==> config.mk <==
export PLATFORM = sky130hd
export DESIGN_NAME = dcc_packet_waveform_generator
export DESIGN_NICKNAME = d
export VERILOG_FILES = /design/src/sv/dcc_pkg.sv /design/src/sv/dcc_queue.sv /design/src/sv/dcc_wave.sv /design/src/sv/dcc_packet_waveform_generator.sv
export VERILOG_INCLUDE_DIRS = /design/src /design/src/sv
export SDC_FILE = /design/constraint.sdc
export NUM_CORES = 1
export LEC_CHECK = 0
export BUFFER_PORTS_ARGS = -buffer_cell sky130_fd_sc_hd__clkbuf_2
export CORE_ASPECT_RATIO = 1.4
export CORE_UTILIZATION = 40
export CTS_BUF_LIST = sky130_fd_sc_hd__clkbuf_8
export DETAILED_ROUTE_END_ITERATION = 10
export SYNTH_ARGS = -nofsm -noshare
export SYNTH_HDL_FRONTEND = slang
export SYNTH_SLANG_ARGS = --single-unit
export TNS_END_PERCENT = 10
==> constraint.sdc <==
create_clock -name aclk -period 9 [get_ports aclk]
set_clock_uncertainty 0.2 [all_clocks]
set_input_delay 0 -clock aclk [delete_from_list [all_inputs] [get_ports aclk]]
set_output_delay 0 -clock aclk [all_outputs]
set_load 0.005 [all_outputs]
==> src/sv/dcc_packet_waveform_generator_defines.svh <==
// Assertion helpers shared by the generator modules.
`ifndef DCC_PACKET_WAVEFORM_GENERATOR_DEFINES_SVH
`define DCC_PACKET_WAVEFORM_GENERATOR_DEFINES_SVH

// Same-cycle implication, checked outside reset.
`define DCC_ASSERT_IMP(label, clk, rstn, ante, cons, msg) \
    label: assert property (@(posedge clk) disable iff (!(rstn)) (ante) |-> (cons)) \
        else $error(msg);

// Next-cycle implication, checked outside reset.
`define DCC_ASSERT_NXT(label, clk, rstn, ante, cons, msg) \
    label: assert property (@(posedge clk) disable iff (!(rstn)) (ante) |=> (cons)) \
        else $error(msg);

`endif

==> src/sv/dcc_pkg.sv <==
package dcc_pkg;

    localparam int QUEUE_DEPTH_DEF = 8;
    localparam int DATA_W          = 48;
    localparam int MAX_BYTES       = DATA_W / 8;
    localparam int BYTE_SLOT_BITS  = 9;     // start bit plus eight data bits
    localparam int COUNT_W         = 4;

    localparam logic [5:0] PREAMBLE_RESET = 6'd22;
    localparam logic [2:0] FILLER_LEN     = 3'd3;
    localparam logic [7:0] IDLE_BYTE      = 8'hFF;

    localparam logic CMD_TICK    = 1'b0;
    localparam logic CMD_ENQUEUE = 1'b1;

    localparam logic REG_PREAMBLE_COUNT = 1'b0;
    localparam logic REG_PROG_TRACK     = 1'b1;

    typedef logic [MAX_BYTES-1:0][7:0] tx_bytes_t;

    typedef struct packed {
        logic [DATA_W-1:0] data;
        logic [2:0]        len;
        logic [7:0]        repeats;
        logic [7:0]        id;
    } queue_entry_t;

    typedef struct packed {
        logic [5:0] preamble_count;
        logic       prog_track;
    } cfg_t;

    typedef struct packed {
        logic       level;
        logic [7:0] tag;
        logic       filler;
    } wave_status_t;

    // Clamp a requested length into 1..MAX_BYTES.
    function automatic logic [2:0] clamp_len(input logic [2:0] len);
        logic [2:0] res;
        res = len;
        if (len == 3'd0) begin
            res = 3'd1;
        end else if (int'(len) > MAX_BYTES) begin
            res = 3'(MAX_BYTES);
        end
        return res;
    endfunction

    // Slot position 0 is the start bit, 1..8 walk the byte MSB first.
    function automatic logic data_bit(input logic [7:0] b, input logic [3:0] idx);
        logic [3:0] pos;
        pos = 4'd8 - idx;
        return (idx == 4'd0) ? 1'b0 : b[pos[2:0]];
    endfunction

    // Idle packet FF 00 FF, or reset packet 00 00 00 on a programming track.
    function automatic tx_bytes_t filler_packet(input logic prog);
        tx_bytes_t pkt;
        pkt = '0;
        if (!prog) begin
            pkt[0] = IDLE_BYTE;
            pkt[2] = IDLE_BYTE;
        end
        return pkt;
    endfunction

endpackage

==> src/sv/dcc_queue.sv <==
`include "dcc_packet_waveform_generator_defines.svh"

module dcc_queue import dcc_pkg::*; #(
    parameter int DEPTH = QUEUE_DEPTH_DEF,
    localparam int AW = (DEPTH > 1) ? $clog2(DEPTH) : 1,
    localparam int FW = $clog2(DEPTH + 1)
) (
    input  logic          aclk,
    input  logic          aresetn,
    input  logic          push,
    input  queue_entry_t  wr_entry,
    input  logic          pop,
    output queue_entry_t  head_entry,
    output logic [FW-1:0] fill,
    output logic [FW-1:0] fill_next,
    output logic          full
);

    queue_entry_t  queue_mem [DEPTH];
    queue_entry_t  head_entry_reg;
    logic [AW-1:0] head_reg, head_next, head_inc;
    logic [AW-1:0] tail_reg, tail_next;
    logic [FW-1:0] fill_reg;

    assign head_inc  = (head_reg == AW'(DEPTH - 1)) ? '0 : head_reg + AW'(1);
    assign head_next = pop ? head_inc : head_reg;
    assign tail_next = !push ? tail_reg :
                       (tail_reg == AW'(DEPTH - 1)) ? '0 : tail_reg + AW'(1);

    always_comb begin
        fill_next = fill_reg;
        priority if (push) begin
            fill_next = fill_reg + FW'(1);
        end else if (pop) begin
            fill_next = fill_reg - FW'(1);
        end
    end

    always_ff @(posedge aclk) begin
        if (!aresetn) begin
            head_reg <= '0;
            tail_reg <= '0;
            fill_reg <= '0;
        end else begin
            head_reg <= head_next;
            tail_reg <= tail_next;
            fill_reg <= fill_next;
        end
    end

    always_ff @(posedge aclk) begin
        if (push) begin
            queue_mem[tail_reg] <= wr_entry;
        end
    end

    // Prefetch the entry at the next head; bypass a write to that same slot.
    always_ff @(posedge aclk) begin
        if (push && tail_reg == head_next) begin
            head_entry_reg <= wr_entry;
        end else begin
            head_entry_reg <= queue_mem[head_next];
        end
    end

    assign head_entry = head_entry_reg;
    assign fill       = fill_reg;
    assign full       = (fill_reg == FW'(DEPTH));

    `DCC_ASSERT_IMP(a_push_not_full, aclk, aresetn, push, fill_reg != FW'(DEPTH), "push while full")
    `DCC_ASSERT_IMP(a_pop_not_empty, aclk, aresetn, pop, fill_reg != '0, "pop while empty")
    `DCC_ASSERT_NXT(a_push_count, aclk, aresetn, push, fill_reg == $past(fill_reg) + FW'(1), "count")

endmodule

==> src/sv/dcc_wave.sv <==
`include "dcc_packet_waveform_generator_defines.svh"

module dcc_wave import dcc_pkg::*; (
    input  logic         aclk,
    input  logic         aresetn,
    input  logic         tick,
    input  cfg_t         cfg,
    input  logic         queue_nonempty,
    input  queue_entry_t head_entry,
    output logic         pop,
    output wave_status_t status
);

    typedef enum logic [2:0] {
        PH_RISE, PH_HOLD, PH_MID, PH_ONE_END,
        PH_ZERO_FALL, PH_LOW5, PH_LOW6, PH_LOW7
    } phase_t;

    localparam logic [3:0] SLOT_LAST = 4'(BYTE_SLOT_BITS - 1);

    phase_t     phase_reg, phase_next;
    logic       level_reg, level_next;
    logic       bit_reg, bit_next;
    logic [6:0] pre_reg, pre_next;
    logic [3:0] bit_index_reg, bit_index_next;
    logic [2:0] byte_index_reg, byte_index_next, byte_index_inc;
    tx_bytes_t  tx_bytes_reg, tx_bytes_next;
    logic [2:0] tx_len_reg, tx_len_next;
    logic [7:0] rep_reg, rep_next;
    logic [7:0] tag_reg, tag_next;
    logic       filler;

    assign byte_index_inc = byte_index_reg + 3'd1;

    always_comb begin
        phase_next      = phase_reg;
        level_next      = level_reg;
        bit_next        = bit_reg;
        pre_next        = pre_reg;
        bit_index_next  = bit_index_reg;
        byte_index_next = byte_index_reg;
        tx_bytes_next   = tx_bytes_reg;
        tx_len_next     = tx_len_reg;
        rep_next        = rep_reg;
        tag_next        = tag_reg;
        pop             = 1'b0;
        filler          = 1'b0;
        if (tick) begin
            unique case (phase_reg)
                PH_RISE: begin
                    level_next = 1'b1;
                    phase_next = PH_HOLD;
                    // bit selection for the bit that starts now
                    if (pre_reg != '0) begin
                        bit_next = 1'b1;
                        pre_next = pre_reg - 7'd1;
                    end else begin
                        bit_next = data_bit(tx_bytes_reg[byte_index_reg], bit_index_reg);
                        if (bit_index_reg != SLOT_LAST) begin
                            bit_index_next = bit_index_reg + 4'd1;
                        end else begin
                            bit_index_next = '0;
                            if (byte_index_inc < tx_len_reg) begin
                                byte_index_next = byte_index_inc;
                            end else begin
                                // end of packet
                                byte_index_next = '0;
                                pre_next = {1'b0, cfg.preamble_count} + 7'd1;
                                if (rep_reg != '0) begin
                                    rep_next = rep_reg - 8'd1;
                                end else if (queue_nonempty) begin
                                    pop           = 1'b1;
                                    tx_bytes_next = tx_bytes_t'(head_entry.data);
                                    tx_len_next   = head_entry.len;
                                    rep_next      = head_entry.repeats;
                                    tag_next      = head_entry.id;
                                end else begin
                                    filler        = 1'b1;
                                    tx_bytes_next = filler_packet(cfg.prog_track);
                                    tx_len_next   = FILLER_LEN;
                                    rep_next      = '0;
                                end
                            end
                        end
                    end
                end
                PH_HOLD: begin
                    phase_next = PH_MID;
                end
                PH_MID: begin
                    if (bit_reg) begin
                        level_next = 1'b0;
                    end
                    phase_next = PH_ONE_END;
                end
                PH_ONE_END: begin
                    phase_next = bit_reg ? PH_RISE : PH_ZERO_FALL;
                end
                PH_ZERO_FALL: begin
                    level_next = 1'b0;
                    phase_next = PH_LOW5;
                end
                PH_LOW5: begin
                    phase_next = PH_LOW6;
                end
                PH_LOW6: begin
                    phase_next = PH_LOW7;
                end
                PH_LOW7: begin
                    phase_next = PH_RISE;
                end
                default: begin
                    phase_next = PH_RISE;
                end
            endcase
        end
    end

    always_ff @(posedge aclk) begin
        if (!aresetn) begin
            phase_reg      <= PH_RISE;
            level_reg      <= 1'b0;
            bit_reg        <= 1'b0;
            pre_reg        <= '0;
            bit_index_reg  <= '0;
            byte_index_reg <= '0;
            tx_bytes_reg   <= filler_packet(1'b0);
            tx_len_reg     <= FILLER_LEN;
            rep_reg        <= '0;
            tag_reg        <= '0;
        end else begin
            phase_reg      <= phase_next;
            level_reg      <= level_next;
            bit_reg        <= bit_next;
            pre_reg        <= pre_next;
            bit_index_reg  <= bit_index_next;
            byte_index_reg <= byte_index_next;
            tx_bytes_reg   <= tx_bytes_next;
            tx_len_reg     <= tx_len_next;
            rep_reg        <= rep_next;
            tag_reg        <= tag_next;
        end
    end

    assign status.level  = level_next;
    assign status.tag    = tag_next;
    assign status.filler = filler;

    `DCC_ASSERT_NXT(a_rise_high, aclk, aresetn, tick && phase_reg == PH_RISE, level_reg, "rise")
    `DCC_ASSERT_IMP(a_slot_range, aclk, aresetn, 1'b1, bit_index_reg <= SLOT_LAST, "slot index")
    `DCC_ASSERT_IMP(a_pop_at_end, aclk, aresetn, pop,
        tick && phase_reg == PH_RISE && pre_reg == '0 && rep_reg == '0, "pop timing")

endmodule

==> src/sv/dcc_packet_waveform_generator.sv <==
// Channel   Direction  Handshake          Payload
// s_        in         s_valid / s_ready  cmd, packet_data/length/repeats/id
// m_        out        m_valid / m_ready  signal_level, queue_accepted,
//                                         transmit_id, idle_loaded, queue_count
// cfg_      in         cfg_wr_en          cfg_index, cfg_wdata
//
// One request per cycle; its result appears in the output register the next cycle.
// s_ready drops only while a result is held by m_ready low.
// Packet queue lives in a one-read one-write memory with a registered prefetch of the head.
// aresetn is synchronous: empty queue, idle packet loaded, preamble count 22.
module dcc_packet_waveform_generator import dcc_pkg::*; #(
    parameter int QUEUE_DEPTH = QUEUE_DEPTH_DEF
) (
    input  logic               aclk,
    input  logic               aresetn,
    input  logic               cfg_wr_en,
    input  logic               cfg_index,
    input  logic [5:0]         cfg_wdata,
    input  logic               s_valid,
    output logic               s_ready,
    input  logic               s_cmd,
    input  logic [DATA_W-1:0]  s_packet_data,
    input  logic [2:0]         s_packet_length,
    input  logic [7:0]         s_packet_repeats,
    input  logic [7:0]         s_packet_id,
    output logic               m_valid,
    input  logic               m_ready,
    output logic               m_signal_level,
    output logic               m_queue_accepted,
    output logic [7:0]         m_transmit_id,
    output logic               m_idle_loaded,
    output logic [COUNT_W-1:0] m_queue_count
);

    localparam int FW = $clog2(QUEUE_DEPTH + 1);

    cfg_t          cfg_reg;
    logic          accept, tick, push, pop, full;
    queue_entry_t  wr_entry, head_entry;
    logic [FW-1:0] fill, fill_next;
    wave_status_t  status;

    logic               m_valid_reg;
    logic               level_out_reg;
    logic               accepted_out_reg;
    logic [7:0]         tag_out_reg;
    logic               filler_out_reg;
    logic [COUNT_W-1:0] count_out_reg;

    assign s_ready = !m_valid_reg || m_ready;
    assign accept  = s_valid && s_ready;
    assign tick    = accept && (s_cmd == CMD_TICK);
    assign push    = accept && (s_cmd == CMD_ENQUEUE) && !full;

    assign wr_entry.data    = s_packet_data;
    assign wr_entry.len     = clamp_len(s_packet_length);
    assign wr_entry.repeats = s_packet_repeats;
    assign wr_entry.id      = s_packet_id;

    always_ff @(posedge aclk) begin
        if (!aresetn) begin
            cfg_reg.preamble_count <= PREAMBLE_RESET;
            cfg_reg.prog_track     <= 1'b0;
        end else if (cfg_wr_en) begin
            unique case (cfg_index)
                REG_PREAMBLE_COUNT: cfg_reg.preamble_count <= cfg_wdata;
                REG_PROG_TRACK:     cfg_reg.prog_track     <= cfg_wdata[0];
                default:            cfg_reg                <= cfg_reg;
            endcase
        end
    end

    dcc_queue #(
        .DEPTH(QUEUE_DEPTH)
    ) u_queue (
        .aclk       (aclk),
        .aresetn    (aresetn),
        .push       (push),
        .wr_entry   (wr_entry),
        .pop        (pop),
        .head_entry (head_entry),
        .fill       (fill),
        .fill_next  (fill_next),
        .full       (full)
    );

    dcc_wave u_wave (
        .aclk           (aclk),
        .aresetn        (aresetn),
        .tick           (tick),
        .cfg            (cfg_reg),
        .queue_nonempty (fill != '0),
        .head_entry     (head_entry),
        .pop            (pop),
        .status         (status)
    );

    always_ff @(posedge aclk) begin
        if (!aresetn) begin
            m_valid_reg <= 1'b0;
        end else if (s_ready) begin
            m_valid_reg <= s_valid;
        end
    end

    always_ff @(posedge aclk) begin
        if (accept) begin
            level_out_reg    <= status.level;
            accepted_out_reg <= push;
            tag_out_reg      <= status.tag;
            filler_out_reg   <= status.filler;
            count_out_reg    <= COUNT_W'(fill_next);
        end
    end

    assign m_valid          = m_valid_reg;
    assign m_signal_level   = level_out_reg;
    assign m_queue_accepted = accepted_out_reg;
    assign m_transmit_id    = tag_out_reg;
    assign m_idle_loaded    = filler_out_reg;
    assign m_queue_count    = count_out_reg;

endmodule
==> run metrics, run 1 <==
routed length per instance=21.1 um; clk sinks=658; final instance area=0.0306 sq mm; Initial Util=0.405; Total Neg Setup Slack=0 ns; share of cells above drive strength 1=0.259; Clock H-tree levels=3; vias post-DR=13,600; final WL=55,400 um; Final HPWL DP=30,900 um; FF-to-FF setup slack=4.72 ns; Final Max Slew Viols=0; crit path max fanout=51; Fill cells=5,361; arrival time worst endpoint=4.68 ns; 1st-iter DRT viols=882; Post-CTS Hold Buffers=169; hold path depth=5; RSZ-0062 raised after global routing=no; Placed Area=0.0270 sq mm; final hold vios=0; Synth Register Bits=658; Yosys top cell by area=edfxtp_1; post-cts resize count=0; Most Crowded Layer GR=met2; EDFF count, synth=551; worst r2r path cells=9; HP Start=s_cmd; Die Wd=216 um; max FFs per register=536; Hold Path End=u_wave.phase_reg[0]; die area=0.0651 sq mm; GRT overflow=0; area of the core=0.0633 sq mm; clk buf depth=3; share of the yosys chip area belonging to registers=0.730; CTS tree=built; Mapped Area=0.0256 sq mm; nets=1,810; most common cell in the netlist=edfxtp_1; Primary FF master, synth=edfxtp_1; min cycle time layout=4.28 ns; relative slew slack=0.231; Static Leakage=10.1 nW; DRC Markers=0; I/O pin total=97; Commonest cells post-synth=551 x edfxtp_1, 138 x mux4_2, 107 x dfxtp_1; crit path launch type=flop; CP Capture Type=flop; IO buf count=96; number of global-route vias before repair=14,500; Power Density=190 mW/mm^2; Synth area leaders=edfxtp_1 65%, mux4_2 12%, dfxtp_1 8.4%; Num CTS Buffers=97; row cnt=109; period utilization=0.476; Layout area overhead=19.4%; worst vdd ir=0.0853 mV; root buffer cell=clkbuf_8; Post-Syn Area per Cell=18.3 sq um; Die Ht=301 um; pin count of the biggest net entering global routing=71; Worst EP required=9.40 ns; setup bufs post-CTS=0; Tot GR Track Use=0.173; global-route wire length before repair=85,100 um; outcome=finished clean; met3 usage=0.0304; Via density=5.18; final setup violation count=0; worst r2r dst=u_queue.head_reg[1]; Synth top area share=0.646; synth warn=0; Async S/R FF share, synth=0; initial antenna violation count=2; clk_lat worst skew=0.69 ns; Worst Max-Slew Pin Slew=1.15 ns; Critical R2R Launch=u_wave.byte_index_reg[1]; WS Path Type=flop to flop; Netlist cell types=58; Worst-path clk slew=0.06 ns; GPL Wtd Cong=0.823; Post-Syn Nets=1,496; Post-Place Setup Slack=4.76 ns; DRT Pass-1 Iters=5; met1 Use GR=0.218; Post-Synthesis Cells=1,401; met2 Usage GRT=0.301; fmax=0.234 GHz; Antenna Nets Post-Route=0; MaxCap Viol Count=0; fin worst setup slack=4.72 ns; worst min path class=input port to flop
==> critical path, cell delays in order, from the launching register on <==
cell and delay [ns]:
dfxtp_1 0.89, ha_1 0.35, xor2_1 0.09, ha_1 0.30, nand2_1 0.07, o21ai_0 0.41
nand4_1 0.47, nor2_4 1.03, nand3b_1 0.20, a21oi_1 0.20
==> cells by family (layout without fill, tap and decap cells) <==
group,after synthesis,in the layout,share of synthesized area
simple gates,266,266,0.0506
mux,223,223,0.158
other cells,0,2,0
compound gates,135,135,0.0349
flops,658,658,0.730
buf+inv,92,488,0.0159
fa+ha+maj,15,15,0.00733
xor+xnor,12,12,0.00410
==> through the flow <==
step	instances	power, mW	hold slack (ns)	util
after global routing	2631	6.03	0.107	0.483
after floorplan	1401	3.48	-0.101	-
final	2631	5.82	0.0943	0.483
after detailed placement	2279	3.56	0.0209	0.427
after global placement	2279	3.55	0.0182	0.427
after CTS	2629	5.89	0.0339	0.483
==> layer usage <==
layer	up-vias	wire, um
met2	298	28700
li1	6264	-
met4	0	1140
met1	6981	23200
met3	86	2350
met5	-	0
==> worst max path at each step <==
stage,from,to,slack [ns],cells past startpoint
floorplan,u_queue.fill[0],u_queue.queue_mem[0][0],0.75,6
global placement,u_wave.byte_index_reg[1],u_queue.head_reg[1],4.96,9
detailed placement,u_wave.byte_index_reg[1],u_queue.head_reg[1],4.76,9
CTS,u_wave.byte_index_reg[1],u_queue.head_reg[1],4.72,9
global route,u_wave.byte_index_reg[1],u_queue.head_reg[1],4.30,9
finish,u_wave.byte_index_reg[1],u_queue.head_reg[1],4.72,9
==> cell usage in the layout (no fill, tap or decap), types with 4 or more instances in the layout <==
cell / n
o22ai_1: 10
xor2_1: 5
a31oi_1: 11
dfxtp_1: 104
mux2i_1: 24
nand2_1: 90
nand4_1: 5
a211oi_1: 5
nor3_2: 4
nor2_4: 4
clkinv_1: 26
nand2b_1: 9
nor3_1: 9
buf_4: 25
dlygate4sd3_1: 169
nand3_1: 38
mux4_2: 138
and2_1: 15
o21ai_0: 12
a21oi_1: 41
nor2_1: 63
xnor2_1: 7
nor4_1: 4
a22oi_1: 35
edfxtp_1: 551
ha_1: 15
clkinv_2: 9
clkbuf_2: 96
inv_1: 51
nand3b_1: 4
mux2_2: 61
clkbuf_8: 104
==> final cells by class <==
cell class	instances	area (sq um)	area share
Sequential cell	658	18700	0.612
Multi-Input combinational cell	651	6570	0.215
Timing Repair Buffer	290	2360	0.0772
Clock buffer	104	1430	0.0468
Tap cell	832	1040	0.0341
Clock inverter	77	395	0.0129
Inverter	17	63.8	0.00209
Antenna cell	2	5.00	0.000164
==> where the power goes <==
group	leakage, nW	switching, mW	internal (mW)
clock	1.06	1.11	1.15
combinational	3.14	0.113	0.0998
sequential	5.86	0.0131	3.33
total	10.1	1.24	4.58
(Power assumes the default switching activity.)
==> run 2, diff against run 1 <==
--- a/config.mk
+++ b/config.mk
@@ -6,6 +6,7 @@
 export SDC_FILE = /design/constraint.sdc
 export NUM_CORES = 1
 export LEC_CHECK = 0
+export ABC_AREA = 1
 export BUFFER_PORTS_ARGS = -buffer_cell sky130_fd_sc_hd__clkbuf_2
 export CORE_ASPECT_RATIO = 1.4
 export CORE_UTILIZATION = 40
==> constraint.sdc (replaced) <==
create_clock -name aclk -period 4.4 [get_ports aclk]
set_clock_uncertainty 0.2 [all_clocks]
set_input_delay 0 -clock aclk [delete_from_list [all_inputs] [get_ports aclk]]
set_output_delay 0 -clock aclk [all_outputs]
set_load 0.005 [all_outputs]
==> run 2 against run 1 <==
- clock-buffer cell count is 5 lower
- sequential share of layout area is 1.2 points lower
- wire length is 17% higher
- synthesized cell count is 58% higher
- cell area is 2.0% higher
- first-iteration DRC count is 64% higher
- critical endpoint is now u_wave.tx_len_reg[0]
- largest cell class unchanged
==> run metrics, run 2 <==
DRT Pass-1 Iters=5; Placed Area=0.0276 sq mm; worst r2r dst=u_wave.tx_len_reg[0]; DRC Markers=0; arrival time worst endpoint=3.92 ns; final instance area=0.0312 sq mm; Clock H-tree levels=3; final setup violation count=0; Synth top area share=0.631; I/O pin total=97; Final HPWL DP=36,200 um; Power Density=391 mW/mm^2; Initial Util=0.406; Layout area overhead=18.8%; EDFF count, synth=551; Die Ht=305 um; setup bufs post-CTS=0; die area=0.0666 sq mm; Mapped Area=0.0262 sq mm; share of the yosys chip area belonging to registers=0.712; row cnt=110; Antenna Nets Post-Route=0; Synth Register Bits=658; Post-Syn Nets=2,312; 1st-iter DRT viols=1,447; root buffer cell=clkbuf_8; fin util=0.483; crit path launch type=input port; IO buf count=96; synth warn=0; fin worst setup slack=0.820 ns; final hold vios=0; CP Capture Type=flop; outcome=finished clean; Die Wd=218 um; Synth area leaders=edfxtp_1 63%, dfxtp_1 8.2%, o21ai_0 5.9%; clk sinks=658; FF-to-FF setup slack=1.03 ns; clk_lat worst skew=0.70 ns; Commonest cells post-synth=551 x edfxtp_1, 321 x nand2_1, 315 x nor2_1; Yosys top cell by area=edfxtp_1; final WL=64,800 um; initial antenna violation count=4; worst setup path end=u_wave.tx_len_reg[0]; number of global-route vias before repair=18,100; Fin Hold WS=0.0799 ns; most common cell in the netlist=edfxtp_1; min cycle time layout=3.58 ns; clk buf depth=3; Post-Synthesis Cells=2,217; commonest non-fill, non-tap cell in the layout=edfxtp_1; worst vdd ir=0.181 mV; fmax=0.279 GHz; worst r2r path cells=11; GRT overflow=0; Primary FF master, synth=edfxtp_1; Static Leakage=10.9 nW; Critical Path Start=m_ready; Tot GR Track Use=0.195; Via density=5.25; Async S/R FF share, synth=0; worst min path class=input port to flop; nets=2,568; Worst-path clk slew=0.06 ns; pin count of the biggest net entering global routing=106; relative slew slack=0.256; RSZ-0062 raised after global routing=no; Final Max Slew Viols=0; most frequent cells in the layout=551 x edfxtp_1, 321 x nand2_1, 308 x o21ai_0; Critical R2R Launch=m_valid; MaxCap Viol Count=0; routed length per instance=19.1 um; Post-Syn Area per Cell=11.8 sq um; share of cells above drive strength 1=0.113; Worst Max-Slew Pin Slew=1.11 ns; Worst EP required=4.74 ns; CTS tree=built; vias post-DR=17,800; crit path max fanout=42; GPL Wtd Cong=0.858; area of the core=0.0645 sq mm; Num CTS Buffers=95; Netlist cell types=41; Post-Place Setup Slack=1.09 ns; max FFs per register=536; global-route wire length before repair=101,000 um; period utilization=0.814; WS Path Type=input port to flop
## run 2: cell count changes in the layout (fill, tap and decap cells not counted), moves of 61 or more
| cell | previous run | this run |
|---|---|---|
| mux2_2 | 61 | 0 |
| mux4_2 | 138 | 0 |
| nand2_1 | 90 | 321 |
| nor2_1 | 63 | 307 |
| o21ai_0 | 12 | 308 |
| o22ai_1 | 10 | 91 |
## run 2: area by class of cell
| cell class | count | area (sq um) |
|---|---|---|
| Sequential cell | 658 | 18700 |
| Clock buffer | 99 | 1360 |
| Antenna cell | 1 | 2.50 |
| Multi-Input combinational cell | 1338 | 6690 |
| Timing Repair Buffer | 294 | 2570 |
| Inverter | 86 | 329 |
| Clock inverter | 78 | 482 |
| Fill cell | 5695 | 33400 |
| Tap cell | 840 | 1050 |
## run 2: through the flow
step / std cells / setup TNS, ns / power [mW]
after global routing: 3394 / 0 / 12.6
after CTS: 3393 / 0 / 12.3
after detailed placement: 3046 / 0 / 7.47
after global placement: 3046 / 0 / 7.46
after floorplan: 2217 / -179.74 / 7.25
final: 3394 / 0 / 12.2
## run 2: critical path: stages
cell and delay, ns:
dlygate4sd3_1 0.53, clkbuf_2 0.09, dlygate4sd3_1 0.54, inv_1 0.05
nand2_2 0.08, nand2_2 0.10, nor2_4 0.08, dlygate4sd3_1 0.66
nand3_4 0.17, nor2_8 0.25, nand3_4 0.42, nor2_8 0.59
nand3_1 0.13, o21ai_0 0.12, nand2_1 0.06
## run 2: cells by family (layout without fill, tap and decap cells)
logic type / after synthesis / after routing / synth area share
compound gates: 560 / 560 / 0.120
xor+xnor: 14 / 14 / 0.00467
fa+ha+maj: 15 / 15 / 0.00715
buf+inv: 221 / 557 / 0.0351
flops: 658 / 658 / 0.712
mux: 16 / 16 / 0.00610
other cells: 0 / 1 / 0
simple gates: 733 / 733 / 0.115
## run 2: metal layers
layer	routed length (um)	part of all wire	track usage	up-vias
met1	26300	0.41	0.235	8695
met5	43	0.00066	0	-
met3	3190	0.049	0.0303	115
met4	1880	0.029	0.0818	6
li1	-	-	-	8511
met2	33300	0.51	0.343	504
## run 2: where the power goes
part | leakage [nW] | internal (mW) | total (mW) | switching (mW)
Sequential | 5.86 | 6.84 | 6.87 | 0.0321
Clock | 1.04 | 2.40 | 4.73 | 2.33
Combinational | 4.01 | 0.231 | 0.582 | 0.350
## run 2: what timing repair did
| action | in CTS | in global routing |
|---|---|---|
| hold buffers | 170 | 0 |
| endpoints found under the hold margin | 614 | 0 |
| resized for setup | 0 | 0 |
| setup endpoints to repair | 0 | 0 |
## run 2: worst min path at each step
stage	start	endpoint	slack, ns	cells past startpoint
floorplan	m_ready	s_ready	-0.10	2
global placement	cfg_wdata[1]	cfg_reg[2]	0.02	3
detailed placement	cfg_wdata[1]	cfg_reg[2]	0.03	3
CTS	s_packet_repeats[5]	u_queue.queue_mem[7][13]	0.003	2
global route	s_packet_repeats[5]	u_queue.queue_mem[7][13]	0.06	2
finish	s_packet_repeats[5]	u_queue.queue_mem[5][13]	0.08	2
